File: config.mk
export PLATFORM = sky130hd
export DESIGN_NAME = hamming_secded_codec_unit
export DESIGN_NICKNAME = d
export VERILOG_FILES = /design/src/rtl/hsc_pkg.sv /design/src/rtl/hamming_secded_codec_unit.sv
export SDC_FILE = /design/constraint.sdc
export NUM_CORES = 1
export LEC_CHECK = 0
export ABC_AREA = 1
export BUFFER_PORTS_ARGS = -buffer_cell sky130_fd_sc_hd__buf_2
export CAP_MARGIN = 20
export CELL_PAD_IN_SITES_DETAIL_PLACEMENT = 1
export CELL_PAD_IN_SITES_GLOBAL_PLACEMENT = 1
export CORE_MARGIN = 5
export CORE_UTILIZATION = 43
export DETAILED_ROUTE_END_ITERATION = 10
export PLACE_DENSITY_LB_ADDON = 0.1
export SLEW_MARGIN = 20
export SYNTH_ARGS = -nofsm -noshare
export SYNTH_HDL_FRONTEND = slang
export SYNTH_SLANG_ARGS = --single-unit
File: constraint.sdc
create_clock -name clk -period 4.9 [get_ports clk]
set_clock_uncertainty 0.2 [all_clocks]
set_input_delay 0.245 -clock clk [delete_from_list [all_inputs] [get_ports clk]]
set_output_delay 0.245 -clock clk [all_outputs]
set_load 0.02 [all_outputs]
File: src/rtl/hsc_pkg.sv
// shared constants, codes and bit-mapping functions for the secded codec
`timescale 1ns / 1ps

package hsc_pkg;

	// port widths of the payload fields
	localparam int DATA_W = 57;
	localparam int CODE_W = 64;

	// code geometry: data bits carried and code bits including overall parity
	localparam int DATA_BITS = 57;
	localparam int CODE_BITS = 64;

	// syndrome width: enough bits to name every position below CODE_BITS
	localparam int SYN_W = $clog2(CODE_BITS);

	// operation codes of the mode field
	typedef enum logic {
		MODE_ENCODE = 1'b0,
		MODE_DECODE = 1'b1
	} mode_t;

	// result status codes
	typedef enum logic [1:0] {
		ST_OK        = 2'd0,
		ST_CORRECTED = 2'd1,
		ST_DOUBLE    = 2'd2
	} status_t;

	// true for positions that hold a check bit
	function automatic logic is_pow2(input int p);
		return (p & (p - 1)) == 0;
	endfunction

	// xor of the numbers of all positions 1..CODE_BITS-1 that hold a one
	function automatic logic [SYN_W-1:0] syndrome(input logic [CODE_BITS-1:0] cw);
		logic [SYN_W-1:0] syn;
		syn = '0;
		for (int pos = 1; pos < CODE_BITS; pos++) begin
			if (cw[pos-1]) begin
				syn ^= SYN_W'(pos);
			end
		end
		return syn;
	endfunction

	// place data bits at the non-power-of-two positions in ascending order
	function automatic logic [CODE_BITS-1:0] scatter(input logic [DATA_BITS-1:0] data);
		logic [CODE_BITS-1:0] cw;
		int d;
		cw = '0;
		d = 0;
		for (int pos = 1; pos < CODE_BITS; pos++) begin
			if (!is_pow2(pos) && d < DATA_BITS) begin
				cw[pos-1] = data[d];
				d++;
			end
		end
		return cw;
	endfunction

	// pull the data bits back out of the non-power-of-two positions
	function automatic logic [DATA_BITS-1:0] gather(input logic [CODE_BITS-1:0] cw);
		logic [DATA_BITS-1:0] data;
		int d;
		data = '0;
		d = 0;
		for (int pos = 1; pos < CODE_BITS; pos++) begin
			if (!is_pow2(pos) && d < DATA_BITS) begin
				data[d] = cw[pos-1];
				d++;
			end
		end
		return data;
	endfunction

endpackage

File: src/rtl/hamming_secded_codec_unit.sv
// extended hamming secded encoder and checker/corrector, one word per clock
// result strobe (done): start is taken into the input register, then done comes from the result register
// throughput: one transaction per cycle, busy is always low; the xor trees lie
// between the input register and the result register
// reset: arst_n clears the input and result valid flags; payload registers are not reset
// the receiver cannot stall, so each result is shown for exactly one cycle
`timescale 1ns / 1ps

module hamming_secded_codec_unit
	import hsc_pkg::*;
(
	input  logic              clk,
	input  logic              arst_n,
	input  logic              start,
	output logic              busy,
	input  logic              mode,
	input  logic [DATA_W-1:0] data_in,
	input  logic [CODE_W-1:0] code_in,
	output logic              done,
	output logic [CODE_W-1:0] code_out,
	output logic [DATA_W-1:0] data_out,
	output logic [1:0]        status
);

	logic                 valid_s1;
	logic                 mode_s1;
	logic [DATA_BITS-1:0] data_s1;
	logic [CODE_BITS-1:0] code_s1;

	logic [CODE_BITS-1:0] enc_cw;
	logic [CODE_BITS-1:0] dec_cw;
	logic [SYN_W-1:0]     enc_syn;
	logic [SYN_W-1:0]     dec_syn;
	logic                 dec_par;
	status_t              dec_status;

	logic [CODE_W-1:0]    code_nxt;
	logic [DATA_W-1:0]    data_nxt;
	status_t              status_nxt;

	logic                 done_q;
	logic [CODE_W-1:0]    code_q;
	logic [DATA_W-1:0]    data_q;
	status_t              status_q;

	// no stall source, a new transaction is taken every cycle
	assign busy = 1'b0;

	// input register
	always_ff @(posedge clk or negedge arst_n) begin
		if (!arst_n) begin
			valid_s1 <= 1'b0;
		end else begin
			valid_s1 <= start && !busy;
		end
	end

	always_ff @(posedge clk) begin
		if (start && !busy) begin
			mode_s1 <= mode;
			data_s1 <= data_in[DATA_BITS-1:0];
			code_s1 <= code_in[CODE_BITS-1:0];
		end
	end

	// encode: scatter data, fill check bits from syndrome, then overall parity
	always_comb begin
		enc_cw  = scatter(data_s1);
		enc_syn = syndrome(enc_cw);
		for (int i = 0; i < SYN_W; i++) begin
			if ((1 << i) < CODE_BITS) begin
				enc_cw[(1 << i) - 1] = enc_syn[i];
			end
		end
		enc_cw[CODE_BITS-1] = ^enc_cw[CODE_BITS-2:0];
	end

	// decode: syndrome and overall parity, single flip or double flag
	always_comb begin
		dec_syn    = syndrome(code_s1);
		dec_par    = ^code_s1;
		dec_cw     = code_s1;
		dec_status = ST_OK;
		if (dec_par) begin
			if (dec_syn == '0) begin
				// error in the overall parity bit
				dec_cw[CODE_BITS-1] = ~code_s1[CODE_BITS-1];
				dec_status          = ST_CORRECTED;
			end else if (int'(dec_syn) < CODE_BITS) begin
				for (int pos = 1; pos < CODE_BITS; pos++) begin
					if (dec_syn == SYN_W'(pos)) begin
						dec_cw[pos-1] = ~code_s1[pos-1];
					end
				end
				dec_status = ST_CORRECTED;
			end else begin
				// syndrome names a position outside a shortened code
				dec_status = ST_DOUBLE;
			end
		end else if (dec_syn != '0) begin
			dec_status = ST_DOUBLE;
		end
	end

	// result select, unused upper port bits held at zero
	always_comb begin
		code_nxt   = '0;
		data_nxt   = '0;
		status_nxt = ST_OK;
		if (mode_t'(mode_s1) == MODE_ENCODE) begin
			code_nxt[CODE_BITS-1:0] = enc_cw;
		end else begin
			code_nxt[CODE_BITS-1:0] = dec_cw;
			data_nxt[DATA_BITS-1:0] = gather(dec_cw);
			status_nxt              = dec_status;
		end
	end

	// result register
	always_ff @(posedge clk or negedge arst_n) begin
		if (!arst_n) begin
			done_q <= 1'b0;
		end else begin
			done_q <= valid_s1;
		end
	end

	always_ff @(posedge clk) begin
		if (valid_s1) begin
			code_q   <= code_nxt;
			data_q   <= data_nxt;
			status_q <= status_nxt;
		end
	end

	assign done     = done_q;
	assign code_out = code_q;
	assign data_out = data_q;
	assign status   = status_q;

endmodule

==> metrics.csv <==
stage;metric;value;unit
clocking;clk_pin_slew_worst_paths;0.06;ns
synth;syn_area_per_cell;8.812;um^2
synth;syn_area;14390;um^2
placed_design;dpl.cell_count;2277;
synth;synthArstFlopShare;0.8097;%
flow_run;cap_violations;0;
clocking;h-tree-depth;1;
grt;grt_max_degree;72;
grt;antenna_found_initial;0;
synth;synth_edf_count;245;
setup_path;end_kind;flop;
clocking;cts.sinks;247;
floorplanning;core;33280;um^2
timing;setup_ws;1.008;ns
detailed_routing;via_count;12161;
cells_and_area;drive_gt1_share;17.56;%
floorplanning;ios;250;
clocking;cts_tree;built;
timing;final_hold_viol_count;0;
cells_and_area;stdcell_count;2453;
timing;slew_violations;0;
timing;setup_viol;0;
power_and_ir_drop;leakage;0.008617;uW
setup_path;start_kind;flop;
synth;ys_ff_latch;247;
detailed_routing;drt-total-wl;50980;um
timing;fmax;0.2570;GHz
timing;whs;0.07760;ns
setup_path;critical_path_class;reg2reg;
cells_and_area;insertedDiodeCount;0;
placed_design;place_congestion;0.8754;
detailed_routing;post-route-drc-count;0;
setup_path;slowest_stage;xnor2_1;
min_path;hold_class;in2reg;
setup_path;crit_buf_inv;1;
setup_path;cp_top_family;simple AND/OR/NAND/NOR gates;
grt;grt_pass1_wl;74910;um
synth;synthesis.nets;1758;
floorplanning;die_h;192.9;um
setup_path;critPathArrivalTime;3.98;ns
clocking;cts_made_buffers;28;
synth;yosysMostFrequentCell;nand2_1;
synth;synth_top_area_share;51.13;%
detailed_routing;detail-route-antenna-nets;0;
synth;yosysTopAreaCell;edfxtp_1;
placed_design;pre_cts_slack;1.084;ns
synth;synthTopCellsByCount;577 x nand2_1, 245 x edfxtp_1, 232 x inv_1;
grt;grt_use_total;26.95;%
cells_and_area;syn_to_final_growth;25.79;%
detailed_routing;drt_iter0_markers;752;
clocking;clk_latency;0.56;ns
clocking;clock-root-buffer;clkbuf_16;
floorplanning;die_w;192.9;um
floorplanning;dieArea;37220;um^2
grt;grt_pass1_vias;12763;
timing;tns;0;ns
placed_design;hpwl;38580;um
cells_and_area;fillers;3872;
placed_design;port_buffers;248;
setup_path;cpMostUsedCell;nand2_1;
timing;fin_crit_sh;79.42;%
power_and_ir_drop;power_density;481.7;nW/um^2
floorplanning;start_util;43.24;%
timing;slew_headroom;46.45;%
power_and_ir_drop;ir_drop;389.1;uV
detailed_routing;dr.pass1.iters;5;
cells_and_area;layout.nets;2108;
timing;rsz0062_at_grt;false;
setup_path;r2r_setup_slack;1.01;ns
floorplanning;fp-row-count;67;
timing;worst_pin_slew;0.8032;ns
setup_path;path_max_fanout;32;
clocking;cts_setup_buffers;0;
grt;overflow;0;
synth;synth_ff_type;edfxtp_1;
detailed_routing;drt-wirelength-per-cell;20.78;um
synth;synthCells;1633;
detailed_routing;viasPerCell;4.958;
status;status;complete, no violations;
synth;synth.distinct_cells;39;
timing;period_needed;3.892;ns
setup_path;required;4.99;ns
synth;synthTopCellsByArea;edfxtp_1 51%, nand2_1 15%, xnor2_1 8.1%;
clocking;cts_buffer_depth;3;
synth;ys_seq_area_share;51.47;%
setup_path;crit_chain;xnor2_1, xnor2_1, xnor2_1, nand2_1, nand2_1, nand2_1, nand3_2, nand2_4, inv_1, nand2_2, nor2_4, nand3_1, nand3_1, nand2_1;
synth;synth_warnings;0;
setup_path;cpPeakStageDelay;0.62;ns
-- stage by stage --
step / total power [uW] / area [um^2] / util (%)
CTS: 8735 / 18100 / 54.39
global placement: 6388 / 15930 / 47.88
global route: 9218 / 18100 / 54.39
floorplan: 5514 / 14390 / -
detailed placement: 6502 / 15930 / 47.88
finish: 8720 / 18100 / 54.39
-- kinds of logic (layout without fill, tap and decap cells) --
group                  count (synthesis)  in the layout  share of synthesized area [%]
XOR/XNOR                             228            228                          14.14
buffers and inverters                298            670                          8.547
flip-flops                           247            247                          51.47
AO/OA/AOI/OAI                         21             21                         0.7565
other                                  1              1                        0.02606
AND/OR/NAND/NOR                      838            838                          25.06
-- layout make-up --
| cell class | count | area, um^2 | share of cell area (%) |
|---|---|---|---|
| clock inverters | 15 | 150.1 | 0.8295 |
| repair buffers | 380 | 2557 | 14.13 |
| flip-flops and latches | 247 | 7411 | 40.94 |
| inverters | 238 | 893.4 | 4.935 |
| well taps | 448 | 560.5 | 3.097 |
| clock buffers | 37 | 775.7 | 4.286 |
| multi-input cells | 1088 | 5753 | 31.78 |
-- routing by layer --
layer / track usage, % / part of all wire [%] / up-vias / routed length, um
li1: - / - / 5806 / -
met1: 34.74 / 42 / 5898 / 21180
met2: 45.88 / 48 / 385 / 24290
met3: 6.194 / 7.9 / 72 / 4022
met4: 7.516 / 2.9 / 0 / 1481
met5: 0 / 0 / - / 0
-- path summary, 6_finish.rpt --
path	from	endpoint	depth (start not counted)
min in group asynchronous	arst_n	valid_s1	3
hold reg to reg	data_s1[43]	code_out[49]	2
setup / recovery	code_s1[44]	code_out[42]	14
max in group asynchronous	arst_n	valid_s1	3
hold / removal	start	data_s1[13]	1
setup reg to reg	code_s1[44]	code_out[42]	14
-- where the power goes --
part           internal, uW  switching [uW]
Clock                  1260             872
Sequential             2630             248
Combinational          1080            2620
-- worst reg2reg max path: cells and delay by family (launching register included) --
kind / cells / cell delay [ns]
DFF: 1 / 0.52
and+or+nand+nor: 10 / 1.65
xor gates and xnor gates: 3 / 1.20
buffers and inverters: 1 / 0.07
-- state kept, by name, summed over array words and instances (netlist names) --
| signal | cells |
|---|---|
| mode_s1 | 1 |
| data_s1 | 57 |
| done | 1 |
| status | 2 |
| code_out | 64 |
| code_s1 | 64 |
| valid_s1 | 1 |
| data_out | 57 |
-- timing repair --
item,CTS,global route
hold endpoints to repair,124,0
hold buffers,124,0
gates resized for setup,0,0
setup endpoints to repair,0,0
-- layout by cell type (no fill, tap or decap), types with 13 or more instances in the layout --
master and count:
nand2_1 577, buf_2 247, edfxtp_1 245, inv_1 232
nand3_1 165, xnor2_1 133, dlygate4sd3_1 124, xor2_1 90
nor2_1 36, clkbuf_16 29, nor2_2 13
Note: power is estimated with default switching activity, not from simulation.
